[src/rectangle_rasterizer_defines.svh]
// Assertion macros shared by the rectangle rasterizer RTL.
// Depends on nothing; included by the files that carry assertions.
`ifndef RECTANGLE_RASTERIZER_DEFINES_SVH
`define RECTANGLE_RASTERIZER_DEFINES_SVH

// Same-cycle implication, disabled while reset is asserted.
`define RR_ASSERT_SAME(label, clk_sig, rst_sig, ante, cons, msg) \
    label: assert property (@(posedge clk_sig) disable iff (!rst_sig) (ante) |-> (cons)) \
        else $error(msg);

// Next-cycle implication, disabled while reset is asserted.
`define RR_ASSERT_NEXT(label, clk_sig, rst_sig, ante, cons, msg) \
    label: assert property (@(posedge clk_sig) disable iff (!rst_sig) (ante) |=> (cons)) \
        else $error(msg);

`endif

[src/rrast_pkg.sv]
// Shared types and constants of the rectangle rasterizer.
// Depends on nothing; imported by every rasterizer module except rrast_ram.
`default_nettype none

package rrast_pkg;

    localparam int MAX_DIM_DEF   = 256;
    localparam int FRAC_BITS_DEF = 8;
    localparam int COORD_W       = 20;
    localparam int GRID_W        = 9;
    localparam int CHAR_W        = 8;
    localparam int MODE_W        = 2;
    localparam int IDX_W         = 8;
    localparam int CFG_ADDR_W    = 4;
    localparam int APB_DATA_W    = 32;
    localparam logic [GRID_W-1:0] GRID_RESET = 9'd256;
    localparam logic [CHAR_W-1:0] BG_RESET   = 8'd32;

    typedef enum logic [MODE_W-1:0] {
        MODE_CLEAR = 2'd0,
        MODE_DRAW  = 2'd1,
        MODE_READ  = 2'd2,
        MODE_NOP   = 2'd3
    } mode_t;

    typedef enum logic [1:0] {
        ST_IDLE,
        ST_CLEAR,
        ST_DRAW,
        ST_READ
    } state_t;

    typedef enum logic [1:0] {
        REG_GRID_WIDTH  = 2'd0,
        REG_GRID_HEIGHT = 2'd1,
        REG_BACKGROUND  = 2'd2
    } reg_idx_t;

    // Control of the coverage unit from the sequencer.
    typedef struct packed {
        logic load;   // capture a new rectangle
        logic step;   // advance one pixel
        logic wrap;   // current pixel closes its row
    } cover_ctl_t;

endpackage

`default_nettype wire

[src/rrast_cover.sv]
// Coverage unit: tracks pixel offsets from the rectangle corner and decides
// inside/outline coverage. Depends on rrast_pkg.
`default_nettype none

module rrast_cover
    import rrast_pkg::*;
#(
    parameter int MAX_DIM   = MAX_DIM_DEF,
    parameter int FRAC_BITS = FRAC_BITS_DEF
) (
    input  wire logic                      clk,
    input  wire cover_ctl_t                ctl,
    input  wire logic                      rect_kind,
    input  wire logic signed [COORD_W-1:0] rect_left,
    input  wire logic signed [COORD_W-1:0] rect_top,
    input  wire logic signed [COORD_W-1:0] rect_w,
    input  wire logic signed [COORD_W-1:0] rect_h,
    output logic                           covered
);

    localparam int DIM_BITS = (MAX_DIM > 1) ? $clog2(MAX_DIM) : 1;
    localparam int PXW      = DIM_BITS + FRAC_BITS;
    localparam int CW       = ((PXW + 1 > COORD_W) ? PXW + 1 : COORD_W) + 1;
    localparam logic signed [CW-1:0] ONE = CW'(64'd1 << FRAC_BITS);

    // Offsets of the current pixel from left/top edge, and extents
    logic signed [CW-1:0] dx_reg, dx_next;
    logic signed [CW-1:0] dy_reg, dy_next;
    logic signed [CW-1:0] nleft_reg;
    logic signed [CW-1:0] w_reg, h_reg, wm_reg, hm_reg;
    logic                 outline_reg;

    logic x_in, y_in, x_edge, y_edge;

    always_comb
    begin
        dx_next = dx_reg;
        dy_next = dy_reg;
        if (ctl.load)
        begin
            dx_next = -CW'(rect_left);
            dy_next = -CW'(rect_top);
        end
        else if (ctl.step)
        begin
            if (ctl.wrap)
            begin
                dx_next = nleft_reg;
                dy_next = dy_reg + ONE;
            end
            else
            begin
                dx_next = dx_reg + ONE;
            end
        end
    end

    always_ff @(posedge clk)
    begin
        dx_reg <= dx_next;
        dy_reg <= dy_next;
        if (ctl.load)
        begin
            nleft_reg   <= -CW'(rect_left);
            w_reg       <= CW'(rect_w);
            h_reg       <= CW'(rect_h);
            wm_reg      <= CW'(rect_w) - ONE;
            hm_reg      <= CW'(rect_h) - ONE;
            outline_reg <= rect_kind;
        end
    end

    // Right-edge test: right - px < one  <=>  dx > w - one
    always_comb
    begin
        x_in    = (dx_reg >= 0) && (dx_reg <= w_reg);
        y_in    = (dy_reg >= 0) && (dy_reg <= h_reg);
        x_edge  = (dx_reg < ONE) || (dx_reg > wm_reg);
        y_edge  = (dy_reg < ONE) || (dy_reg > hm_reg);
        covered = x_in && y_in && (!outline_reg || x_edge || y_edge);
    end

endmodule

`default_nettype wire

[config.mk]
export PLATFORM = sky130hd
export DESIGN_NAME = rrast_cover
export DESIGN_NICKNAME = d
export VERILOG_FILES = /design/src/rectangle_rasterizer_defines.svh /design/src/rrast_pkg.sv /design/src/rrast_cover.sv
export SDC_FILE = /design/constraint.sdc
export NUM_CORES = 1
export LEC_CHECK = 0
export ABC_AREA = 1
export BUFFER_PORTS_ARGS = -buffer_cell sky130_fd_sc_hd__buf_4
export CAP_MARGIN = 20
export CORE_ASPECT_RATIO = 0.5
export CORE_UTILIZATION = 50
export DETAILED_ROUTE_END_ITERATION = 6
export PLACE_DENSITY = 0.75
export SLEW_MARGIN = 20
export SYNTH_ARGS = -nofsm -noshare
export SYNTH_HDL_FRONTEND = slang
export SYNTH_SLANG_ARGS = --single-unit
[constraint.sdc]
create_clock -name clk -period 7.5 [get_ports clk]
set_clock_uncertainty 0.15 [all_clocks]
set_input_delay 1.125 -clock clk [delete_from_list [all_inputs] [get_ports clk]]
set_output_delay 1.125 -clock clk [all_outputs]
set_load 0.02 [all_outputs]
## Word-level counts from Yosys, hierarchy flattened

Index checks and enable logic that the tools add are counted.

| storage, ports and cells | value |
|---|---|
| bits in registers | 146 |
| input bits | 85 |
| output and inout port bits | 1 |
| word-level logic and storage cells | 40 |

| cells by class | value |
|---|---|
| mux-type cells | 6 |
| $lt $le $gt $ge | 8 |
| reduce and logical (&&, ||, !) cells | 12 |
| $add $sub $neg | 6 |

Operator list:

| cell | number |
|---|---|
| two-way mux 21 bit | 6 |
| adder 21 x 10 -> 21 bit (second input constant) | 2 |
| >= comparator 21 x 1 -> 1 bit (second input constant) | 2 |
| greater-than comparator 21 bit | 2 |
| <= comparator 21 x 20 -> 1 bit | 2 |
| < comparator 21 x 10 -> 1 bit (second input constant) | 2 |
| negation 20 -> 21 bit | 2 |
| subtractor 20 x 10 -> 21 bit (second input constant) | 2 |
| logical AND 1 bit | 4 |
| logical OR 1 bit | 4 |
| nonzero test 2 bit | 2 |
| AND reduction 2 bit | 1 |
| logical NOT 1 bit | 1 |

## Longest topological paths before layout

Gate-level depths: netlist of the first run.

| depth | value |
|---|---|
| depth after elaboration | 5 |
| mapped depth | 15 |
| depth with buffers taken out | 15 |

## Least setup slack after synthesis of the first run

Ideal clock, no wire load.

| path | value |
|---|---|
| path type | in2reg |
| start point | in ctl[0] (netlist name) |
| end point | reg dx_reg[0] (enable) |
| setup time | 0.428 ns |
| required time | 6.922 ns |
| arrival | 2.692 ns |
| buffers on the path | 0 |
| cell stages on the path | 2 |
| slack | 4.229 ns |
| cells stage by stage | inv_1 > o21ai_0 |

RTL lines:

| item | line | text |
|---|---|---|
| start, declared | rrast_cover.sv:12 | `input wire cover_ctl_t ctl,` |
| end signal, assigned | rrast_cover.sv:60 | `dx_reg <= dx_next;` |
| end, declared | rrast_cover.sv:27 | `logic signed [CW-1:0] dx_reg, dx_next;` |

## Final worst setup path of the first run

| path | value |
|---|---|
| start point | reg dy_reg[20] |
| end point | out covered |

| between the ends | value |
|---|---|
| word-level cells in the longest chain between the ends | 4 |
| elaborated cells on any way between the ends | 9 |
| those cells by class | order compare (4); reduce/logical (5) |

RTL lines:

| item | line | text |
|---|---|---|
| start, declared | rrast_cover.sv:28 | `logic signed [CW-1:0] dy_reg, dy_next;` |
| start signal, assigned | rrast_cover.sv:61 | `dy_reg <= dy_next;` |
| >= comparator 21 x 1 -> 1 bit, or another cell as far along | rrast_cover.sv:77 | `y_in = (dy_reg >= 0) && (dy_reg <= h_reg);` |
| logical AND 1 bit / logical OR 1 bit (equally long branches) | rrast_cover.sv:77, rrast_cover.sv:79 |  |
| logical AND 1 bit / logical OR 1 bit (equally long branches) | rrast_cover.sv:80 | `covered = x_in && y_in && (!outline_reg \|\| x_edge \|\| y_edge);` |
| logical AND 1 bit * | rrast_cover.sv:80 |  |
| end, declared | rrast_cover.sv:18 | `output logic covered` |

Mark *: on every way between the ends. The rest lies on a longest branch, timed or not.

==> flow_metrics.tcl, run 1 <==
set metrics [dict create \
    fp.coreArea_mm2 0.0158 \
    cts_setup_buffers 0 \
    cts_max_path_buffers 2 \
    portBuffers 85 \
    clkLatencyLatePin_ns 0.42 \
    post-route-drc-count 0 \
    vdd_drop_max_v 0.000173 \
    met1_usage_pct 27.8 \
    p_sw_share_pct 27.0 \
    setup_tns_ns 0 \
    pwr-share-seq_pct 43.8 \
    cts_buffers 17 \
    slew_viol_final 0 \
    clk_pin_slew_ns 0.06 \
    clock-root-buffer "clkbuf_16" \
    design_area_mm2 0.00977 \
    place_hpwl_um 13200 \
    grt_antenna_before_repair 0 \
    crit_required_ns 6.22 \
    htree_num_levels 4 \
    gp_congestion 0.897 \
    syn_avg_cell_area_um2 8.83 \
    start_util_pct 52.4 \
    cts_resized 0 \
    via_per_inst 5.08 \
    cp_common_cell "nor2_1" \
    clock_power_share_pct 40.1 \
    cp-start-kind "register" \
    worst_slew_pin_slew_ns 0.766 \
    synth_top_family_by_area "simple AND/OR/NAND/NOR gates" \
    hold_buffers 0 \
    cts.sinks 130 \
    period_share_pct 51.4 \
    cpMaxStageDelayCell "edfxtp_1" \
    syn_nets 1097 \
    grt_usage_pct 22.6 \
    grt_pass1_wl_um 30100 \
    final_nets 1195 \
    grt_pass1_vias 6557 \
    syn2layout_area_growth_pct 18.2 \
    final_util_pct 62.0 \
    async_reset_ff_share_pct 0 \
    synth_seq_cells 130 \
    synthCells 936 \
    die-height_um 92.9 \
    synth_area_mm2 0.00827 \
    synthMuxAreaShare_pct 0 \
    dieArea_mm2 0.0171 \
    grt.overflow.total 0 \
    grtUsageMet2_pct 39.5 \
    reg2reg_slack_ns 5.25 \
    yosys.area_share.simple_pct 21.9 \
    finalHoldViolations 0 \
    rows 32 \
    p_per_area_mw_per_mm2 215 \
    synth_flop_cell "edfxtp_1" \
    yosysTopAreaCell "edfxtp_1" \
    ys_seq_area_share_pct 47.2 \
    place_inst 1236 \
    outcome "completed" \
    total_power_mw 2.11 \
    placed_area_mm2 0.00918 \
    cp_max_fo 5 \
    p_comb_share_pct 16.2 \
    pre_cts_ws_ns 4.01 \
    finalSetupViolCount 0 \
    max_cap_viol_count 0 \
    crit_arrival_ns 2.58 \
    synth_fa_ha_area_share_pct 11.5 \
    fin_hold_ws_ns 0.387 \
    synthXorXnorAreaFrac_pct 4.02 \
    hold_path_class "reg2reg" \
    rsz0062_at_grt "false" \
    worst-path-buf-inv 1 \
    netlist_top_cells_area "edfxtp_1 47%, ha_1 11%, nand2_1 9.6%" \
    synth_cell_types 41 \
    grt_max_degree 61 \
    synth_top_area_share_pct 47.2 \
    endpoint_kind "output pin" \
    instances_no_fill 1268 \
    crit_chain "ha_1 > nand2_1 > nor2_1 > a21boi_0 > nor2_1 > nand4_1 > nand2_1 > nor2_1 > nor2_1 > nor2_1 > buf_4" \
    die_w_um 184 \
    final_cell_mix "211 x nand2_1, 176 x inv_1, 130 x edfxtp_1" \
    synth_edf_count 130 \
    crit_type "reg2out" \
    grt.busiest_layer "met2" \
    p_switching_mw 0.569 \
    layout-drive-gt1-share_pct 14.5 \
    fmax_mhz 259 \
    cts_tree "yes" \
    drt_iter0_markers 397 \
    ios 86 \
    path_delay_family "simple AND/OR/NAND/NOR gates" \
    routed_wl_um 17700 \
    routedWlPerCell_um 13.9 \
    postRouteAntennaNets 0 \
    met3_usage_pct 5.07 \
    relSlewSlack_pct 48.8 \
    slowest_delay_ns 0.50 \
    dr.pass1.iters 5 \
    fin_ws_ns 3.64 \
    synth_warnings 0 \
    p_leak_nw 4.63 \
    vias 6436 \
    antennaDiodeCount 0 \
    internal_power_mw 1.54 \
    period_needed_ns 3.86 \
    layout_commonest_cell "nand2_1" \
    synth_compound_area_share_pct 6.73 \
]
## layer usage
layer,routed length [um],up-vias
met5,0,-
met4,254,0
met3,798,29
met2,8690,146
met1,7920,2983
li1,-,3278
## worst reg2reg max path: stages, from the launching register on
cell	delay (ns)
edfxtp_1	0.50
ha_1	0.23
nand2_1	0.09
nor2_2	0.16
nand2_1	0.07
nor2_1	0.13
nand2_1	0.08
inv_1	0.07
nand2_1	0.08
nor2_2	0.14
nand3_1	0.08
nand3_1	0.10
o211ai_1	0.10
## path summary, 6_finish.rpt
check,end,start,cells past startpoint
worst max-delay path,covered,dy_reg[20],11
worst min-delay path,dx_reg[1],nleft_reg[1],1
worst max register to register,dx_reg[20],dx_reg[9],12
worst min register to register,dx_reg[1],nleft_reg[1],1
## cell type report
type                            count  area (um2)
Tap cell                          221         277
Fill cell                        1337        6000
Clock buffer                       18         429
Clock inverter                     14         165
Sequential cell                   130        3900
Multi-Input combinational cell    617        3660
Timing Repair Buffer               88         661
Inverter                          180         676
## power by group through the flow
| stage | registers, mW | clock network [mW] | logic [mW] |
|---|---|---|---|
| 2_1_floorplan | 0.918 | 0 | 0.219 |
| 3_3_place_gp | 0.932 | 0 | 0.321 |
| 3_5_place_dp | 0.935 | 0 | 0.337 |
| 4_1_cts | 0.922 | 0.853 | 0.342 |
| 5_1_grt | 0.930 | 0.887 | 0.395 |
| 6_report | 0.922 | 0.844 | 0.340 |
## synthesized netlist by cell type, drive strengths merged (2+ instances only)
library cell and instances:
xnor2 16, buf 3, nor3 17, a21oi 35, a21boi 2, nor2 99, o211ai 5, o21ai 30
nand2 214, and2 2, inv 179, nand4 16, a22oi 2, nand3b 5, o21bai 2, a22o 7
nor4 6, a21o 5, o22ai 2, or2 3, edfxtp 130, clkbuf 6, ha 76, xor2 22
nor3b 2, nand3 45
## logic make-up after synthesis
logic type,Yosys count
and+or+nand+nor,409
adders and majority gates,76
DFF,130
buffers and inverters,189
AOI/OAI and AO/OA,94
xor gates and xnor gates,38
(Power assumes the default switching activity.)
==> run 2: changes to the inputs <==
- clock period: 7.5 -> 3.8 ns (I/O delays scaled with it)
==> run 2 against run 1 <==
Critical endpoint unchanged. Sequential share of layout area about the same. Sequential power increased by 97%. Largest cell class unchanged. Power increased by 98%.
==> flow_metrics.tcl, run 2 (same netlist as run 1, synthesis figures left out) <==
set metrics [dict create \
    outcome "completed" \
    r2r-start "dx_reg[9]" \
    ios 86 \
    cp-start-kind "register" \
    drt_iter0_markers 342 \
    grt_pass1_wl_um 30200 \
    cts.sinks 130 \
    cts_tree "yes" \
    routedWlPerCell_um 13.9 \
    start_util_pct 52.4 \
    pre_cts_ws_ns 0.983 \
    grt_antenna_before_repair 0 \
    dr.pass1.iters 5 \
    crit_type "reg2out" \
    gp_congestion 0.912 \
    crit_start "dy_reg[20]" \
    period_needed_ns 3.29 \
    regArea_mm2 0.00390 \
    htree_num_levels 4 \
    p_per_area_mw_per_mm2 426 \
    cts_max_path_buffers 2 \
    fin_ws_ns 0.508 \
    design_area_mm2 0.00978 \
    rsz0062_at_grt "false" \
    layout-drive-gt1-share_pct 14.6 \
    final_util_pct 62.0 \
    die-height_um 92.9 \
    antennaDiodeCount 0 \
    endpoint_kind "output pin" \
    relSlewSlack_pct 49.3 \
    layout_commonest_cell "nand2_1" \
    crit_arrival_ns 2.57 \
    rows 32 \
    place_inst 1236 \
    dieArea_mm2 0.0171 \
    clk_pin_slew_ns 0.06 \
    fmax_mhz 304 \
    fp.coreArea_mm2 0.0158 \
    instances_no_fill 1268 \
    finalHoldViolations 0 \
    hold_path_startpoint "rect_w[4]" \
    grt_max_degree 103 \
    fin_hold_ws_ns 0.165 \
    portBuffers 85 \
    final_cell_mix "211 x nand2_1, 176 x inv_1, 130 x edfxtp_1" \
    hold_path_class "in2reg" \
    syn2layout_area_growth_pct 18.3 \
    nFillCells 1339 \
    hold_buffers 0 \
    place_hpwl_um 13200 \
    vdd_drop_max_v 0.000361 \
    slew_viol_final 0 \
    final_nets 1195 \
    grt_pass1_vias 6571 \
    via_per_inst 5.08 \
    vias 6439 \
    finalSetupViolCount 0 \
    grt_usage_pct 22.9 \
    period_share_pct 86.6 \
    cp_max_fo 5 \
    cts_setup_buffers 0 \
    crit_required_ns 3.08 \
    post-route-drc-count 0 \
    clkLatencyLatePin_ns 0.43 \
    die_w_um 184 \
    clock-root-buffer "clkbuf_16" \
    setup_tns_ns 0 \
    grt.overflow.total 0 \
    multi_input_area_mm2 0.00366 \
    postRouteAntennaNets 0 \
    worst_slew_pin_slew_ns 0.757 \
    p_leak_nw 4.65 \
    placed_area_mm2 0.00919 \
    total_power_mw 4.17 \
    cts_resized 0 \
    routed_wl_um 17600 \
    max_cap_viol_count 0 \
    cts_buffers 17 \
]
run 2: cell type report:
class	instances	area share (%)
sequential	130	39.9
multi-input combinational	617	37.4
inverter	180	6.91
timing repair buffer	88	6.88
clock buffer	17	4.35
tap	221	2.83
clock inverter	15	1.76
run 2: where the power goes:
part / switching (mW) / internal (mW)
combinational: 0.394 / 0.278
clock: 0.691 / 0.987
sequential: 0.0880 / 1.73
total: 1.17 / 2.99
run 2: routing by layer:
layer  GRT usage [%]  vias up  share of wire (%)
li1                -     3280                  -
met1            28.2     2973                 45
met2            39.9      156                 49
met3            5.51       30                4.3
met4            7.01        0                1.8
met5               0        -                  0
run 2: final timing paths:
| path | endpoint | slack [ns] | depth (start not counted) |
|---|---|---|---|
| setup / recovery | covered | 0.51 | 11 |
| hold / removal | w_reg[4] | 0.17 | 1 |
| setup reg to reg | dx_reg[20] | 1.43 | 12 |
| hold reg to reg | dx_reg[1] | 0.39 | 1 |
run 2: worst max-delay path: stages (launching register included):
cell and delay (ns):
edfxtp_1 0.51, ha_1 0.40, nand2_1 0.08, nor2_1 0.14, a21boi_0 0.21, nor2_1 0.08
nand4_1 0.09, nand2_1 0.05, nor2_1 0.20, nor2_1 0.08, nor2_1 0.14, buf_4 0.17
==> run 3: changes to the inputs <==
- CORE_ASPECT_RATIO: 0.5 -> 1.2
==> run 3 against run 2 <==
Combinational power hardly changed. Die area is 0.17% lower. Fmax is 0.92% higher. Setup slack better by 0.030 ns. Power is 1.8% higher. Flip-flop and latch count stayed put. Cell area is 0.27% higher. Sequential share of layout area is 0.11 points lower. Register-to-register slack better by 0.15 ns. Global-route usage is 0.50 points lower. Wire length is 1.1% higher. Critical endpoint unchanged. Critical path type unchanged.
==> flow_metrics.tcl, run 3 (same netlist as run 1, synthesis figures left out) <==
set metrics [dict create \
    nFillCells 1395 \
    crit_required_ns 3.08 \
    place_hpwl_um 13600 \
    vias 6426 \
    hold_path_class "in2reg" \
    path_delay_family "simple AND/OR/NAND/NOR gates" \
    fp.coreArea_mm2 0.0162 \
    setup_tns_ns 0 \
    clkLatencyLatePin_ns 0.42 \
    grt_pass1_vias 6371 \
    rows 51 \
    antennaDiodeCount 0 \
    final_cell_mix "211 x nand2_1, 176 x inv_1, 130 x edfxtp_1" \
    postRouteAntennaNets 0 \
    grt_usage_pct 22.4 \
    routedWlPerCell_um 14.1 \
    gp_congestion 0.889 \
    crit_arrival_ns 2.54 \
    cp_max_fo 5 \
    vdd_drop_max_v 0.000337 \
    routed_wl_um 17800 \
    fin_ws_ns 0.538 \
    clk_pin_slew_ns 0.06 \
    die-height_um 143 \
    crit_end "covered" \
    finalSetupViolCount 0 \
    finalHoldViolations 0 \
    crit_chain "ha_1 > nand2_1 > nor2_1 > nand2_1 > nor2_1 > nand2_1 > nand4_1 > nand3_1 > nand2_1 > nor2_1 > nor2_1 > buf_4" \
    slew_viol_final 0 \
    cp.depth 12 \
    die_w_um 119 \
    cts_max_path_buffers 2 \
    start_util_pct 51.0 \
    slowest_delay_ns 0.47 \
    post-route-drc-count 0 \
    cts.sinks 130 \
    p_per_area_mw_per_mm2 432 \
    cts_resized 0 \
    max_cap_viol_count 0 \
    grt_pass1_wl_um 29600 \
    rsz0062_at_grt "false" \
    cts_buffers 17 \
    final_nets 1197 \
    crit_type "reg2out" \
    crit_start "dx_reg[20]" \
    r2r-start "dy_reg[8]" \
    clock-root-buffer "clkbuf_16" \
    cp-start-kind "register" \
    layout-drive-gt1-share_pct 14.9 \
    r2r_cells 6 \
    syn2layout_area_growth_pct 18.6 \
    grt.overflow.total 0 \
    endpoint_kind "output pin" \
    outcome "completed" \
    grt_max_degree 81 \
    dr.pass1.iters 6 \
    hold_path_depth 1 \
    portBuffers 85 \
    drt_iter0_markers 443 \
    reg2reg_slack_ns 1.58 \
    fmax_mhz 307 \
    via_per_inst 5.10 \
    cpMaxStageDelayCell "edfxtp_1" \
    reg2reg_to "dy_reg[18]" \
    period_needed_ns 3.26 \
    p_leak_nw 4.66 \
    worst_slew_pin_slew_ns 1.04 \
    ios 86 \
    htree_num_levels 4 \
    grt_antenna_before_repair 0 \
    dieArea_mm2 0.0171 \
    worst-path-buf-inv 1 \
    relSlewSlack_pct 30.6 \
    period_share_pct 85.8 \
    layout_commonest_cell "nand2_1" \
    hold_buffers 0 \
    cts_tree "yes" \
    pre_cts_ws_ns 0.985 \
    cts_setup_buffers 0 \
]
[run 3: cell count changes in the layout (fill, tap and decap cells not counted), sizes merged]
cell | before | now
bufinv | 2 | 4
inv | 187 | 183
buf | 88 | 90
clkinvlp | 0 | 3
clkinv | 6 | 5
[run 3: how the worst min path moves through the flow]
stage,end,slack [ns],startpoint
final,h_reg[7],0.17,rect_h[7]
after detailed placement,dx_reg[1],0.37,nleft_reg[1]
after floorplan,dx_reg[15],0.35,nleft_reg[15]
after global routing,h_reg[7],0.15,rect_h[7]
after global placement,dx_reg[0],0.36,nleft_reg[0]
after CTS,h_reg[7],0.15,rect_h[7]
[run 3: worst reg2reg max path, stage by stage (launching register included)]
cell and delay, ns:
edfxtp_1 0.51, ha_1 0.24, nand4_1 0.16, nor3_1 0.46, nand3_1 0.17, o21ai_0 0.20, nand2_1 0.07
[run 3: layer usage]
layer  track usage, %  up-vias  routed length, um
met1             26.8     2933               7650
met5                0        -                  0
met2             38.8      175               8760
met3             4.83       34                955
li1                 -     3284                  -
met4             10.1        0                458
[run 3: power by group]
part           switching (mW)  total, mW  leakage (nW)  internal, mW
Clock                   0.650       1.75         0.301          1.10
Sequential             0.0817       1.81          1.29          1.73
Combinational           0.397      0.674          3.07         0.277
[run 3: metrics by stage]
step	cell area (um2)	util, %	cells	power [mW]	hold WS (ns)
3_5_place_dp	9180	56.6	1229	2.51	0.374
5_1_grt	9810	60.5	1261	4.43	0.153
3_3_place_gp	9180	56.6	1229	2.48	0.364
4_1_cts	9810	60.5	1261	4.26	0.151
6_report	9810	60.5	1261	4.24	0.168
2_1_floorplan	8270	-	936	2.24	0.348
[run 3: area by class of cell]
class | instances | area (um2) | share of cell area, %
Multi-Input combinational cell | 617 | 3660 | 37.3
Clock inverter | 15 | 205 | 2.09
Tap cell | 212 | 265 | 2.70
Sequential cell | 130 | 3900 | 39.8
Inverter | 180 | 676 | 6.89
Clock buffer | 17 | 425 | 4.34
Timing Repair Buffer | 90 | 676 | 6.89
