`src/rectangle_rasterizer_defines.svh`:
```
// Assertion macros shared by the rectangle rasterizer RTL.
// Depends on nothing; included by the files that carry assertions.
`ifndef RECTANGLE_RASTERIZER_DEFINES_SVH
`define RECTANGLE_RASTERIZER_DEFINES_SVH

// Same-cycle implication, disabled while reset is asserted.
`define RR_ASSERT_SAME(label, clk_sig, rst_sig, ante, cons, msg) \
    label: assert property (@(posedge clk_sig) disable iff (!rst_sig) (ante) |-> (cons)) \
        else $error(msg);

// Next-cycle implication, disabled while reset is asserted.
`define RR_ASSERT_NEXT(label, clk_sig, rst_sig, ante, cons, msg) \
    label: assert property (@(posedge clk_sig) disable iff (!rst_sig) (ante) |=> (cons)) \
        else $error(msg);

`endif

```
`src/rrast_pkg.sv`:
```
// Shared types and constants of the rectangle rasterizer.
// Depends on nothing; imported by every rasterizer module except rrast_ram.
`default_nettype none

package rrast_pkg;

    localparam int MAX_DIM_DEF   = 256;
    localparam int FRAC_BITS_DEF = 8;
    localparam int COORD_W       = 20;
    localparam int GRID_W        = 9;
    localparam int CHAR_W        = 8;
    localparam int MODE_W        = 2;
    localparam int IDX_W         = 8;
    localparam int CFG_ADDR_W    = 4;
    localparam int APB_DATA_W    = 32;
    localparam logic [GRID_W-1:0] GRID_RESET = 9'd256;
    localparam logic [CHAR_W-1:0] BG_RESET   = 8'd32;

    typedef enum logic [MODE_W-1:0] {
        MODE_CLEAR = 2'd0,
        MODE_DRAW  = 2'd1,
        MODE_READ  = 2'd2,
        MODE_NOP   = 2'd3
    } mode_t;

    typedef enum logic [1:0] {
        ST_IDLE,
        ST_CLEAR,
        ST_DRAW,
        ST_READ
    } state_t;

    typedef enum logic [1:0] {
        REG_GRID_WIDTH  = 2'd0,
        REG_GRID_HEIGHT = 2'd1,
        REG_BACKGROUND  = 2'd2
    } reg_idx_t;

    // Control of the coverage unit from the sequencer.
    typedef struct packed {
        logic load;   // capture a new rectangle
        logic step;   // advance one pixel
        logic wrap;   // current pixel closes its row
    } cover_ctl_t;

endpackage

`default_nettype wire

```
`src/rrast_seq.sv`:
```
// Sequencer: walks the frame store for clear and draw, runs reads, and
// forms the result strobe. Depends on rrast_pkg and the assertion macros.
`default_nettype none
`include "rectangle_rasterizer_defines.svh"

module rrast_seq
    import rrast_pkg::*;
#(
    parameter int MAX_DIM = MAX_DIM_DEF
) (
    input  wire logic                                      clk,
    input  wire logic                                      rst_n,
    input  wire logic                                      start,
    input  wire logic [MODE_W-1:0]                         mode,
    input  wire logic signed [COORD_W-1:0]                 rect_w,
    input  wire logic signed [COORD_W-1:0]                 rect_h,
    input  wire logic [CHAR_W-1:0]                         paint_char,
    input  wire logic [IDX_W-1:0]                          read_row,
    input  wire logic [IDX_W-1:0]                          read_col,
    input  wire logic [GRID_W-1:0]                         grid_width,
    input  wire logic [GRID_W-1:0]                         grid_height,
    input  wire logic [CHAR_W-1:0]                         background_char,
    input  wire logic                                      covered,
    input  wire logic [CHAR_W-1:0]                         mem_rdata,
    output logic                                           busy,
    output logic                                           done,
    output logic [CHAR_W-1:0]                              pixel_char,
    output logic                                           status,
    output cover_ctl_t                                     cover_ctl,
    output logic                                           mem_we,
    output logic [2*((MAX_DIM > 1) ? $clog2(MAX_DIM) : 1)-1:0] mem_waddr,
    output logic [CHAR_W-1:0]                              mem_wdata,
    output logic [2*((MAX_DIM > 1) ? $clog2(MAX_DIM) : 1)-1:0] mem_raddr
);

    localparam int DIM_BITS = (MAX_DIM > 1) ? $clog2(MAX_DIM) : 1;
    localparam int AW       = 2 * DIM_BITS;
    localparam int CNT_BITS = $clog2(MAX_DIM + 1);
    localparam int EW       = (CNT_BITS > GRID_W) ? CNT_BITS : GRID_W;
    localparam logic [EW-1:0] MAX_E = EW'(MAX_DIM);

    state_t              state_reg, state_next;
    logic [AW-1:0]       addr_reg, addr_next;
    logic                done_reg, done_next;
    logic [CHAR_W-1:0]   pixel_reg, pixel_next;
    logic                status_reg, status_next;
    logic [CHAR_W-1:0]   paint_reg, paint_next;
    logic                inrange_reg, inrange_next;

    logic [EW-1:0]       cols_e, rows_e, gw_e, gh_e;
    logic [DIM_BITS-1:0] row_cur, col_cur;
    logic                last_col, last_row, clear_last;
    logic                accept, reject, read_ok;

    // Clamp the grid registers to 1..MAX_DIM
    always_comb
    begin
        gw_e   = EW'(grid_width);
        gh_e   = EW'(grid_height);
        cols_e = (gw_e == '0) ? EW'(1) : ((gw_e > MAX_E) ? MAX_E : gw_e);
        rows_e = (gh_e == '0) ? EW'(1) : ((gh_e > MAX_E) ? MAX_E : gh_e);
    end

    assign row_cur    = addr_reg[AW-1 -: DIM_BITS];
    assign col_cur    = addr_reg[DIM_BITS-1:0];
    assign last_col   = (EW'(col_cur) == cols_e - EW'(1));
    assign last_row   = (EW'(row_cur) == rows_e - EW'(1));
    assign clear_last = &addr_reg;
    assign busy       = (state_reg != ST_IDLE);
    assign accept     = start && !busy;
    assign reject     = rect_w[COORD_W-1] || (rect_w == '0) ||
                        rect_h[COORD_W-1] || (rect_h == '0);
    assign read_ok    = (EW'(read_row) < rows_e) && (EW'(read_col) < cols_e);

    // Next state and datapath registers
    always_comb
    begin
        state_next   = state_reg;
        addr_next    = addr_reg;
        done_next    = 1'b0;
        pixel_next   = '0;
        status_next  = 1'b0;
        paint_next   = paint_reg;
        inrange_next = inrange_reg;
        case (state_reg)
            ST_IDLE:
            begin
                if (accept)
                begin
                    case (mode)
                        MODE_CLEAR:
                        begin
                            state_next = ST_CLEAR;
                            addr_next  = '0;
                        end
                        MODE_DRAW:
                        begin
                            if (reject)
                            begin
                                done_next   = 1'b1;
                                status_next = 1'b1;
                            end
                            else
                            begin
                                state_next = ST_DRAW;
                                addr_next  = '0;
                                paint_next = paint_char;
                            end
                        end
                        MODE_READ:
                        begin
                            state_next   = ST_READ;
                            inrange_next = read_ok;
                        end
                        default:
                        begin
                            done_next = 1'b1;
                        end
                    endcase
                end
            end
            ST_CLEAR:
            begin
                addr_next = addr_reg + AW'(1);
                if (clear_last)
                begin
                    state_next = ST_IDLE;
                    done_next  = 1'b1;
                end
            end
            ST_DRAW:
            begin
                if (last_col)
                begin
                    addr_next = {row_cur + DIM_BITS'(1), {DIM_BITS{1'b0}}};
                    if (last_row)
                    begin
                        state_next = ST_IDLE;
                        done_next  = 1'b1;
                    end
                end
                else
                begin
                    addr_next = addr_reg + AW'(1);
                end
            end
            ST_READ:
            begin
                state_next = ST_IDLE;
                done_next  = 1'b1;
                pixel_next = inrange_reg ? mem_rdata : '0;
            end
            default:
            begin
                state_next = ST_IDLE;
            end
        endcase
    end

    // Memory and coverage-unit controls
    always_comb
    begin
        mem_we         = 1'b0;
        mem_wdata      = paint_reg;
        cover_ctl.load = accept && (mode == MODE_DRAW);
        cover_ctl.step = 1'b0;
        cover_ctl.wrap = last_col;
        case (state_reg)
            ST_CLEAR:
            begin
                mem_we    = 1'b1;
                mem_wdata = background_char;
            end
            ST_DRAW:
            begin
                mem_we         = covered;
                cover_ctl.step = 1'b1;
            end
            default:
            begin
                mem_we = 1'b0;
            end
        endcase
    end

    assign mem_waddr  = addr_reg;
    assign mem_raddr  = {DIM_BITS'(read_row), DIM_BITS'(read_col)};
    assign done       = done_reg;
    assign pixel_char = pixel_reg;
    assign status     = status_reg;

    always_ff @(posedge clk or negedge rst_n)
    begin
        if (!rst_n)
        begin
            state_reg <= ST_IDLE;
            done_reg  <= 1'b0;
        end
        else
        begin
            state_reg <= state_next;
            done_reg  <= done_next;
        end
    end

    always_ff @(posedge clk)
    begin
        addr_reg    <= addr_next;
        pixel_reg   <= pixel_next;
        status_reg  <= status_next;
        paint_reg   <= paint_next;
        inrange_reg <= inrange_next;
    end

    `RR_ASSERT_NEXT(a_read_done, clk, rst_n, state_reg == ST_READ, done_reg, "read gave no result")
    `RR_ASSERT_SAME(a_busy_end, clk, rst_n, $fell(busy), done_reg, "pass ended without result")
    `RR_ASSERT_SAME(a_idle_nowr, clk, rst_n, state_reg == ST_IDLE, !mem_we, "store write while idle")
    `RR_ASSERT_SAME(a_rej_pix, clk, rst_n, done_reg && status_reg, pixel_reg == '0, "reject with pixel")

endmodule

`default_nettype wire

```
`config.mk`:
```
export PLATFORM = sky130hd
export DESIGN_NAME = rrast_seq
export DESIGN_NICKNAME = d
export VERILOG_FILES = /design/src/rrast_pkg.sv /design/src/rrast_seq.sv
export VERILOG_INCLUDE_DIRS = /design/src /design/src/src
export SDC_FILE = /design/constraint.sdc
export NUM_CORES = 1
export LEC_CHECK = 0
export ABC_AREA = 0
export ABC_CLOCK_PERIOD_IN_PS = 2100
export BUFFER_PORTS_ARGS = -buffer_cell sky130_fd_sc_hd__buf_2
export CORE_UTILIZATION = 40
export DETAILED_ROUTE_END_ITERATION = 7
export PLACE_DENSITY = 0.73
export SYNTH_ARGS = -nofsm -noshare
export SYNTH_HDL_FRONTEND = slang
export SYNTH_SLANG_ARGS = --single-unit
```
`constraint.sdc`:
```
create_clock -name clk -period 2.1 [get_ports clk]
set_clock_uncertainty 0.1 [all_clocks]
set_input_delay 0 -clock clk [delete_from_list [all_inputs] [get_ports clk]]
set_output_delay 0 -clock clk [all_outputs]
set_load 0.05 [all_outputs]
```
* Word-level counts from Yosys, hierarchy flattened
Cells that the tools add are included.
Word-level totals: word-level logic and storage cells 79, register bits 37
Cells by class: equal/unequal tests 14, magnitude comparators 4, multiplexer cells 26, bitwise operators 1, reduce and logical (&&, ||, !) cells 23, add/sub/neg operators 4
Operators by type and width (number):
- 2-to-1 mux 16 bit | 3
- one-hot mux 16 bit (3 select lines) | 1
- zero test 20 bit | 2
- 2-to-1 mux 9 bit | 4
- one-hot mux 16 bit (2 select lines) | 1
- == test 8 x 9 -> 1 bit | 2
- greater-than comparator 9 bit (second input constant) | 2
- zero test 9 bit | 2
- less-than comparator 8 x 9 -> 1 bit | 2
- subtractor 9 x 1 -> 9 bit (second input constant) | 2
- adder 16 x 1 -> 16 bit (second input constant) | 1
- AND reduction 16 bit | 1
- 2-to-1 mux 2 bit | 5
- adder 8 x 1 -> 8 bit (second input constant) | 1
- 2-to-1 mux 8 bit | 1
- != test 2 bit (second input constant) | 4
- one-hot mux 2 bit (4 select lines) | 1
- AND reduction 4 bit | 2
- == test 2 bit (second input constant) | 3
- 2-to-1 mux 1 bit | 6
- one-hot mux 2 bit (3 select lines) | 1
- AND reduction 3 bit | 2
- AND reduction 6 bit | 1
- == test 2 x 1 -> 1 bit (second input constant) | 2
- 14 further kinds | 20

* Longest topological paths before layout
Gate-level depths: netlist of the first run.
depth after elaboration 8, depth in mapped cells 12, mapped depth without buffers 10

* Worst setup path after synthesis of the first run
Ideal clock, no wire load.
kind input to register, start input port grid_width[4], end register addr_reg[2] (netlist: mem_waddr[2]), data pin, data arrival time 2.285 ns, path slack -0.556 ns, path buffers 1, stages on the path 11, required time 1.730 ns, cell sequence buf_2 nor4_4 a32oi_1 ha_1 and3b_1 a31oi_1 o211ai_1 a211oi_2 a21oi_1 o21ai_1 nor2_1
On the way: word-level cells in the longest chain between the ends 7, elaborated cells on any way between the ends 8, classes of those cells add/sub (1); order compare (1); eq/ne (1); mux (4); reduce/logical (1)
Ends and longest elaborated chain:
- start: declaration | RTL line rrast_seq.sv:20 | input wire logic [GRID_W-1:0] grid_width,
- greater-than comparator 9 bit | RTL line rrast_seq.sv:60 | cols_e = (gw_e == '0) ? EW'(1) : ((gw_e > MAX_E) ? MAX_E : gw_e);
- 2-to-1 mux 9 bit | RTL line rrast_seq.sv:60
- 2-to-1 mux 9 bit * | RTL line rrast_seq.sv:60
- subtractor 9 x 1 -> 9 bit * | RTL line rrast_seq.sv:66 | assign last_col = (EW'(col_cur) == cols_e - EW'(1));
- == test 8 x 9 -> 1 bit * | RTL line rrast_seq.sv:66
- 2-to-1 mux 16 bit * | RTL line rrast_seq.sv:133 | if (last_col)
- one-hot mux 16 bit (3 select lines) * | RTL line rrast_seq.sv:85 | case (state_reg)
- net addr_next[2] | RTL line rrast_seq.sv:43 | logic [AW-1:0] addr_reg, addr_next;
- end signal: assignment | RTL line rrast_seq.sv:208 | addr_reg <= addr_next;
- end: declaration | RTL line rrast_seq.sv:43
The timed path passes the listed nets; every way through them passes the cells marked *. A chain may end at the register's enable or synchronous reset.

* Final worst setup path of the first run
start input port grid_width[3], end register state_reg[1]
On the way: word-level cells in the longest chain between the ends 7, elaborated cells on any way between the ends 8, classes of those cells add/sub (1); order compare (1); eq/ne (2); mux (2); reduce/logical (2)
Ends and longest elaborated chain:
- greater-than comparator 9 bit | RTL line rrast_seq.sv:60
- 2-to-1 mux 9 bit | RTL line rrast_seq.sv:60
- 2-to-1 mux 9 bit * | RTL line rrast_seq.sv:60
- subtractor 9 x 1 -> 9 bit * | RTL line rrast_seq.sv:66
- == test 8 x 9 -> 1 bit * | RTL line rrast_seq.sv:66
- != test 2 bit (no line) *
- AND reduction 6 bit (no line) *
- end signal: assignment | RTL line rrast_seq.sv:201 | state_reg <= state_next;
- end: declaration | RTL line rrast_seq.sv:42 | state_t state_reg, state_next;
Mark *: on every way between the ends. The rest lies on a longest branch, timed or not.

==> results.md, run 1 <==
* CP max stage cell: nor4_4
* CTS Buffer Depth at 2
* CTS Buf Count at 5
* First-pass GRT wire length at 17580 um
* F_max at 427.5 MHz
* Vias in the first global route at 3810
* Chip Width at 94.90 um
* Hpwl dp at around 8600 um
* Starting Density at 0.4160
* Post-synthesis async set-or-reset flop share at 0.08108
* CP top delay family: compound AO/OA/AOI/OAI gates
* Clk slew on worst S/H paths at 0.08 ns
* Via density at 5.532
* Row cnt at 33
* Worst slew margin at 0.7340
* Synth warn at 0
* Final WL at 11590 um
* DRT Pass-1 Iters at 5
* Hold Vio Cnt, Final at 0
* Final critical-path required period at 2.339 ns
* Clk root buf: clkbuf_8
* CP Data Required Time at between 2 and 2.5 ns
* Crit start category: input pin
* Fill cells at between 600 and 700
* Storage cell area at 1006 um2
* Final core utilization at 0.6555
* Dominant synthesized flop cell: edfxtp_1
* Avg WL per Cell at 15.86 um
* CTS tree: yes
* Starting DRT DRC Count at 305
* Worst setup EP type: flop
* All-Layer GR Usage at 0.2485
* Syn nets at roughly 530
* Post-Syn Area at around 3500 um2
* GRT overflow at 0
* Slowest cell delay on critical path at roughly 0.3 ns
* Die area at between 9000 and 10000 um2
* Port Buffers at ~160
* VDD IR-drop max at 710.1 uV
* Worst EP arrival at 2.39 ns
* Tot Pwr at around 5.8 mW
* Unrepaired setup endpoints after global routing: yes
* Nets at 756
* Largest net degree at the start of global routing at 17
* CP Buf/Inv Count at 3
* Area of the multi-input gates at around 2500 um2
* Distinct cells, synth at between 60 and 70
* Max-Cap Viols at 0
* Post-Syn Instances at 396
* Slew @ Worst Pin at a little under 0.4 ns
* Status: finished with violations
* Die Span Y at ~95 um
* DRC at 0
* Hold WC Path Type: input pin to flop
* Post-synthesis sequential area ratio at 0.2914
* Failing checks: setup timing
* Final cycle utilization of the critical path at 1.114
* DR vias at between 4000 and 5000
* Most frequent CP cell: buf_6
* Critical path class: input pin to flop
* Worst Path Max Fanout at 7
* Syn_area_per_cell at 8.717 um2
* I/O pin count at between 150 and 200
* Slew Viols, Final at 0
* Post-route setup slack at -0.2394 ns
* Post-place setup slack at -0.4631 ns
* Cell Chain, Critical Path: buf_2, nor4_4, a32oi_2, ha_4, xnor2_2, xnor2_1, o311ai_1, a211oi_2, buf_6, nand2_8, buf_6, o211ai_1, o311ai_2
* Layout cells sized above 1 at 0.4976
* Core area at 8299 um2
* PwrDens at between 1000 and 1500 nW/um2
* Worst-Skew Late Latency at 0.30 ns
* Largest register FFs at 16
* Pleak at 2.436 nW
* # setup viols final at 19
* Antenna-violating nets left at 0
* Clock sinks at 37
* Final Wtd Congestion at about 0.94
* Synth Register Bits at 37
* EDFF count, synth at 25
* Layout area overhead at 57.59%
* Initial antenna violation count at 1
* H-Tree Level Count at 2
[cell usage after synthesis (all sizes together) (4+ instances only)]
| library cell | n | area (um2) |
|---|---|---|
| nand2b | 5 | 31.28 |
| a211oi | 9 | 72.57 |
| ha | 28 | 350.3 |
| inv | 15 | 56.30 |
| o211ai | 6 | 45.04 |
| edfxtp | 25 | 750.7 |
| nor3 | 9 | 45.04 |
| dfxtp | 9 | 180.2 |
| mux2i | 8 | 80.08 |
| mux2 | 9 | 105.1 |
| xnor2 | 16 | 140.1 |
| and2 | 4 | 25.02 |
| xor2 | 7 | 61.31 |
| o21a | 5 | 37.54 |
| nor2 | 36 | 135.1 |
| nand4 | 6 | 37.54 |
| a21oi | 23 | 115.1 |
| clkbuf | 12 | 45.04 |
| o21ai | 17 | 85.08 |
| nor4 | 15 | 130.1 |
| and3 | 10 | 62.56 |
| a31oi | 7 | 43.79 |
| nor2b | 5 | 31.28 |
| o311ai | 4 | 35.03 |
| nand2 | 29 | 111.4 |
| buf | 23 | 161.4 |
| or4 | 4 | 30.03 |
| nand3 | 9 | 45.04 |
[placed cells by master (no fill, tap or decap), types with 4 or more instances in the layout]
cell type	instances
ha_1	26
nand2b_1	5
a211oi_2	4
nor2_1	27
nor4_1	11
inv_1	14
xor2_1	7
o21ai_0	12
buf_6	10
and3_1	10
nand4_1	6
o211ai_1	6
buf_2	156
xnor2_2	4
mux2_2	8
mux2i_1	8
edfxtp_1	25
or4_1	4
dfxtp_1	9
dlygate4sd3_1	19
clkbuf_8	5
buf_4	68
a31oi_1	5
nor3_1	7
a211oi_1	5
a21oi_1	17
o21a_1	5
a21oi_2	6
nor2_2	6
xnor2_1	12
nand3_1	9
nand2_1	28
[final timing paths]
path	from	endpoint	slack (ns)	cells past startpoint
max in group asynchronous	rst_n	state_reg[1]$_DFFE_PN0P_	1.27	3
worst max register to register	mem_waddr[4]$_DFFE_PP_	state_reg[1]$_DFFE_PN0P_	-0.20	9
worst max-delay path	grid_width[3]	state_reg[1]$_DFFE_PN0P_	-0.24	13
worst min register to register	inrange_reg$_DFFE_PP_	pixel_char[4]$_SDFF_PN0_	0.54	1
min in group asynchronous	rst_n	state_reg[0]$_DFFE_PN0P_	0.48	3
worst min-delay path	rect_h[19]	status$_SDFF_PN0_	0.12	5
[logic make-up (layout without fill, tap and decap cells)]
kind of cell | Yosys count | in the layout | share of synthesized area
adder cells (fa/ha/maj) | 28 | 28 | 0.1015
buffers and inverters | 52 | 280 | 0.07829
flip-flops | 37 | 37 | 0.2914
multiplexers | 18 | 18 | 0.06017
other | 0 | 1 | 0
AO/OA/AOI/OAI | 96 | 96 | 0.1914
XOR/XNOR | 23 | 23 | 0.05835
AND/OR/NAND/NOR | 142 | 143 | 0.2189
[cell type report]
cell class	count	area share
clock buffer	5	0.01265
sequential	37	0.1849
multi-input combinational	308	0.4586
inverter	17	0.01219
antenna	1	0.0004600
tap	105	0.02415
clock inverter	3	0.007590
timing repair buffer	255	0.2994
[tightest hold or removal path, delay by kind of cell]
family | cells | cell delay (ns)
compound gates | 1 | 0.10
buf+inv | 2 | 0.24
simple gates | 2 | 0.14
[timing repair]
| item | CTS | global route |
|---|---|---|
| cloned | 1 | 0 |
| gates resized for setup | 26 | 46 |
| pin swaps | 9 | 23 |
| hold buffers | 19 | 0 |
| endpoints found under the setup margin | 19 | 20 |
| endpoints found under the hold margin | 20 | 0 |
| buffers inserted | 2 | 9 |
[per-stage QoR]
step | hold WS, ns | area [um2] | cells | TNS [ns]
6_report | 0.1154 | 5440 | 731 | -2.079
5_1_grt | 0.1379 | 5440 | 731 | -4.228
4_1_cts | 0.1150 | 5141 | 721 | -1.077
3_5_place_dp | -0.2991 | 4721 | 691 | -7.261
3_3_place_gp | -0.3008 | 4721 | 691 | -5.777
2_1_floorplan | -0.3956 | 3528 | 396 | -6.571
[power by group]
part / leakage (nW) / total [mW] / internal (mW) / switching (mW)
Clock: 0.0518 / 0.642 / 0.350 / 0.292
Combinational: 2.03 / 3.89 / 1.42 / 2.47
Sequential: 0.358 / 1.25 / 1.05 / 0.199
Total: 2.44 / 5.78 / 2.82 / 2.96
[metal layers]
layer  global-route usage  routed length (um)  vias up
met5                    0                   0        -
met4              0.08460                 283        0
met3              0.04428                 814       25
met2               0.4532                5894      213
met1               0.2898                4599     1887
li1                     -                   -     1919
No activity file was read; power rests on OpenSTA's default activity.
==> run 2: changes to the inputs <==
--- a/config.mk
+++ b/config.mk
@@ -11,7 +11,9 @@
 export BUFFER_PORTS_ARGS = -buffer_cell sky130_fd_sc_hd__buf_2
 export CORE_UTILIZATION = 40
 export DETAILED_ROUTE_END_ITERATION = 7
+export GPL_ROUTABILITY_DRIVEN = 0
 export PLACE_DENSITY = 0.73
+export RECOVER_POWER = 50
 export SYNTH_ARGS = -nofsm -noshare
 export SYNTH_HDL_FRONTEND = slang
 export SYNTH_SLANG_ARGS = --single-unit
==> results.md, run 2 (synthesis results as in run 1) <==
* Inst Count DP at 691 (unchanged)
* CTS Buf Count at 5 (unchanged)
* Via density at 5.528 (was 5.532)
* Unrepaired setup endpoints after global routing: yes (unchanged)
* Clock sinks at 37 (unchanged)
* Final critical-path required period at 2.345 ns (was 2.339 ns)
* DRT Pass-1 Iters at 5 (unchanged)
* Slew Viols, Final at 0 (unchanged)
* Starting DRT DRC Count at 275 (was 305)
* CP max stage cell: nor4_4 (unchanged)
* Failing checks: setup timing (unchanged)
* F_max at 426.4 MHz (was 427.5 MHz)
* H-Tree Level Count at 2 (unchanged)
* Die Span Y at 94.90 um (unchanged)
* # setup viols final at 26 (was 19)
* Row cnt at 33 (unchanged)
* Status: finished with violations (unchanged)
* Area of the multi-input gates at 2495 um2 (unchanged)
* Fill cells at 668 (was 655)
* Most frequent CP cell: buf_6 (unchanged)
* All-Layer GR Usage at 0.2485 (unchanged)
* PwrDens at 1065 nW/um2 (was 1062 nW/um2)
* Commonest non-fill, non-tap cell in the layout: buf_2 (unchanged)
* Nets at 756 (unchanged)
* Chip Width at 94.90 um (unchanged)
* CTS Buffer Depth at 2 (unchanged)
* Slowest cell delay on critical path at 0.30 ns (about the same)
* Die area at 9006 um2 (unchanged)
* Initial antenna violation count at 1 (unchanged)
* Post-route setup slack at -0.2450 ns (was -0.2394 ns)
* Layout cells sized above 1 at 0.4352 (was 0.4976)
* Origin of the worst setup path: grid_width[3] (unchanged)
* Most frequent cells in the layout: buf_2 (118), buf_4 (67), clkbuf_1 (39) (was buf_2 (156), buf_4 (68), nand2_1 (28))
* Antenna-violating nets left at 0 (unchanged)
* Fin cells at 731 (unchanged)
* DRC at 0 (unchanged)
* Starting Density at 0.4160 (unchanged)
* Worst setup EP type: flop (unchanged)
* Vias in the first global route at 3810 (unchanged)
* Slew @ Worst Pin at 0.6348 ns (was 0.3972 ns)
* Port Buffers at 158 (unchanged)
* Critical path class: input pin to flop (unchanged)
* R2R Path Start: mem_waddr[4]$_DFFE_PP_ (unchanged)
* Max-Cap Viols at 0 (unchanged)
* DR vias at 4041 (was 4044)
* GRT overflow at 0 (unchanged)
* Final WL at 11640 um (was 11590 um)
* Layout area overhead at 56.11% (was 57.59%)
* CTS tree: yes (unchanged)
* Pleak at 2.307 nW (was 2.436 nW)
* R2r setup slk at -0.20 ns (about the same)
* Cell Chain, Critical Path: buf_2, nor4_4, a32oi_2, ha_4, xnor2_2, xnor2_1, o311ai_1, a211oi_2, buf_6, nand2_8, buf_6, o211ai_1, o311ai_2 (unchanged)
* Clk slew on worst S/H paths at 0.08 ns (about the same)
* Core area at 8299 um2 (unchanged)
* First-pass GRT wire length at 17580 um (unchanged)
* CP Buf/Inv Count at 3 (unchanged)
* Hold WC Path Type: input pin to flop (unchanged)
* Final setup TNS at -2.246 ns (was -2.079 ns)
* I/O pin count at 159 (unchanged)
* Hpwl dp at 8565 um (unchanged)
* Crit start category: input pin (unchanged)
* VDD IR-drop max at 698.0 uV (was 710.1 uV)
* Hold Startpoint: mode[0] (was rect_h[19])
* Final cycle utilization of the critical path at 1.117 (was 1.114)
* Final core utilization at 0.6493 (was 0.6555)
* Avg WL per Cell at 15.92 um (was 15.86 um)
* Hold Worst Slack at 0.1123 ns (was 0.1154 ns)
* Clk root buf: clkbuf_8 (unchanged)
* Worst Path Max Fanout at 7 (unchanged)
* Storage cell area at 1006 um2 (unchanged)
* Worst EP arrival at 2.40 ns (was 2.39 ns)
* Worst-Skew Late Latency at 0.30 ns (about the same)
* CP top delay family: compound AO/OA/AOI/OAI gates (unchanged)
* Hold Vio Cnt, Final at 0 (unchanged)
* Worst slew margin at 0.5786 (was 0.7340)
* CP Data Required Time at 2.16 ns (was 2.15 ns)
* Largest register FFs at 16 (unchanged)
* Largest net degree at the start of global routing at 17 (unchanged)
==> run 2: cell count changes in the layout (fill, tap and decap cells not counted) <==
cell / previous run / this run
clkbuf_1: 0 / 39
buf_2: 156 / 118
buf_4: 68 / 67
==> run 2: worst paths after layout <==
path	endpoint	cells past startpoint
setup / recovery	state_reg[1]$_DFFE_PN0P_	13
hold / removal	state_reg[0]$_DFFE_PN0P_	4
setup reg to reg	state_reg[1]$_DFFE_PN0P_	9
hold reg to reg	pixel_char[4]$_SDFF_PN0_	1
max in group asynchronous	state_reg[1]$_DFFE_PN0P_	3
min in group asynchronous	state_reg[0]$_DFFE_PN0P_	3
==> run 2: worst min-delay path, cell delays in order <==
cell	delay [ns]
buf_2	0.10
ha_1	0.13
nand2b_1	0.15
o311ai_2	0.09
==> run 2: per-stage QoR <==
step                      power (mW)  area (um2)  worst slack (ns)
after floorplan                3.585        3528           -0.3981
after global placement         4.615        4721           -0.3392
after detailed placement       4.675        4721           -0.4631
after CTS                      5.427        5141           -0.1105
after global routing           6.055        5389           -0.3377
final                          5.740        5389           -0.2450
==> run 2: metal layers <==
metal,GRT usage,up-vias,share of wire
met5,0,-,0
met4,0.08460,0,0.023
met3,0.04428,24,0.074
met2,0.4532,211,0.51
met1,0.2898,1889,0.39
li1,-,1917,-
==> run 2: area by class of cell <==
cell class / count / share of cell area
Antenna cell: 1 / 0.0004644
Sequential cell: 37 / 0.1867
Clock inverter: 3 / 0.007662
Multi-Input combinational cell: 308 / 0.4630
Clock buffer: 5 / 0.01277
Timing Repair Buffer: 255 / 0.2928
Tap cell: 105 / 0.02438
Inverter: 17 / 0.01231
==> run 2: report_power, final <==
part	leakage (nW)	switching (mW)	internal, mW
sequential	0.358	0.201	1.05
combinational	1.90	2.47	1.37
clock	0.0518	0.292	0.350
total	2.31	2.97	2.77
==> run 2: what timing repair did <==
item	CTS	global route
gates resized for setup	26	46
setup endpoints to repair	19	20
gates cloned	1	0
buffers inserted	2	9
hold endpoints to repair	20	0
hold buffers	19	0
pin swaps	9	23
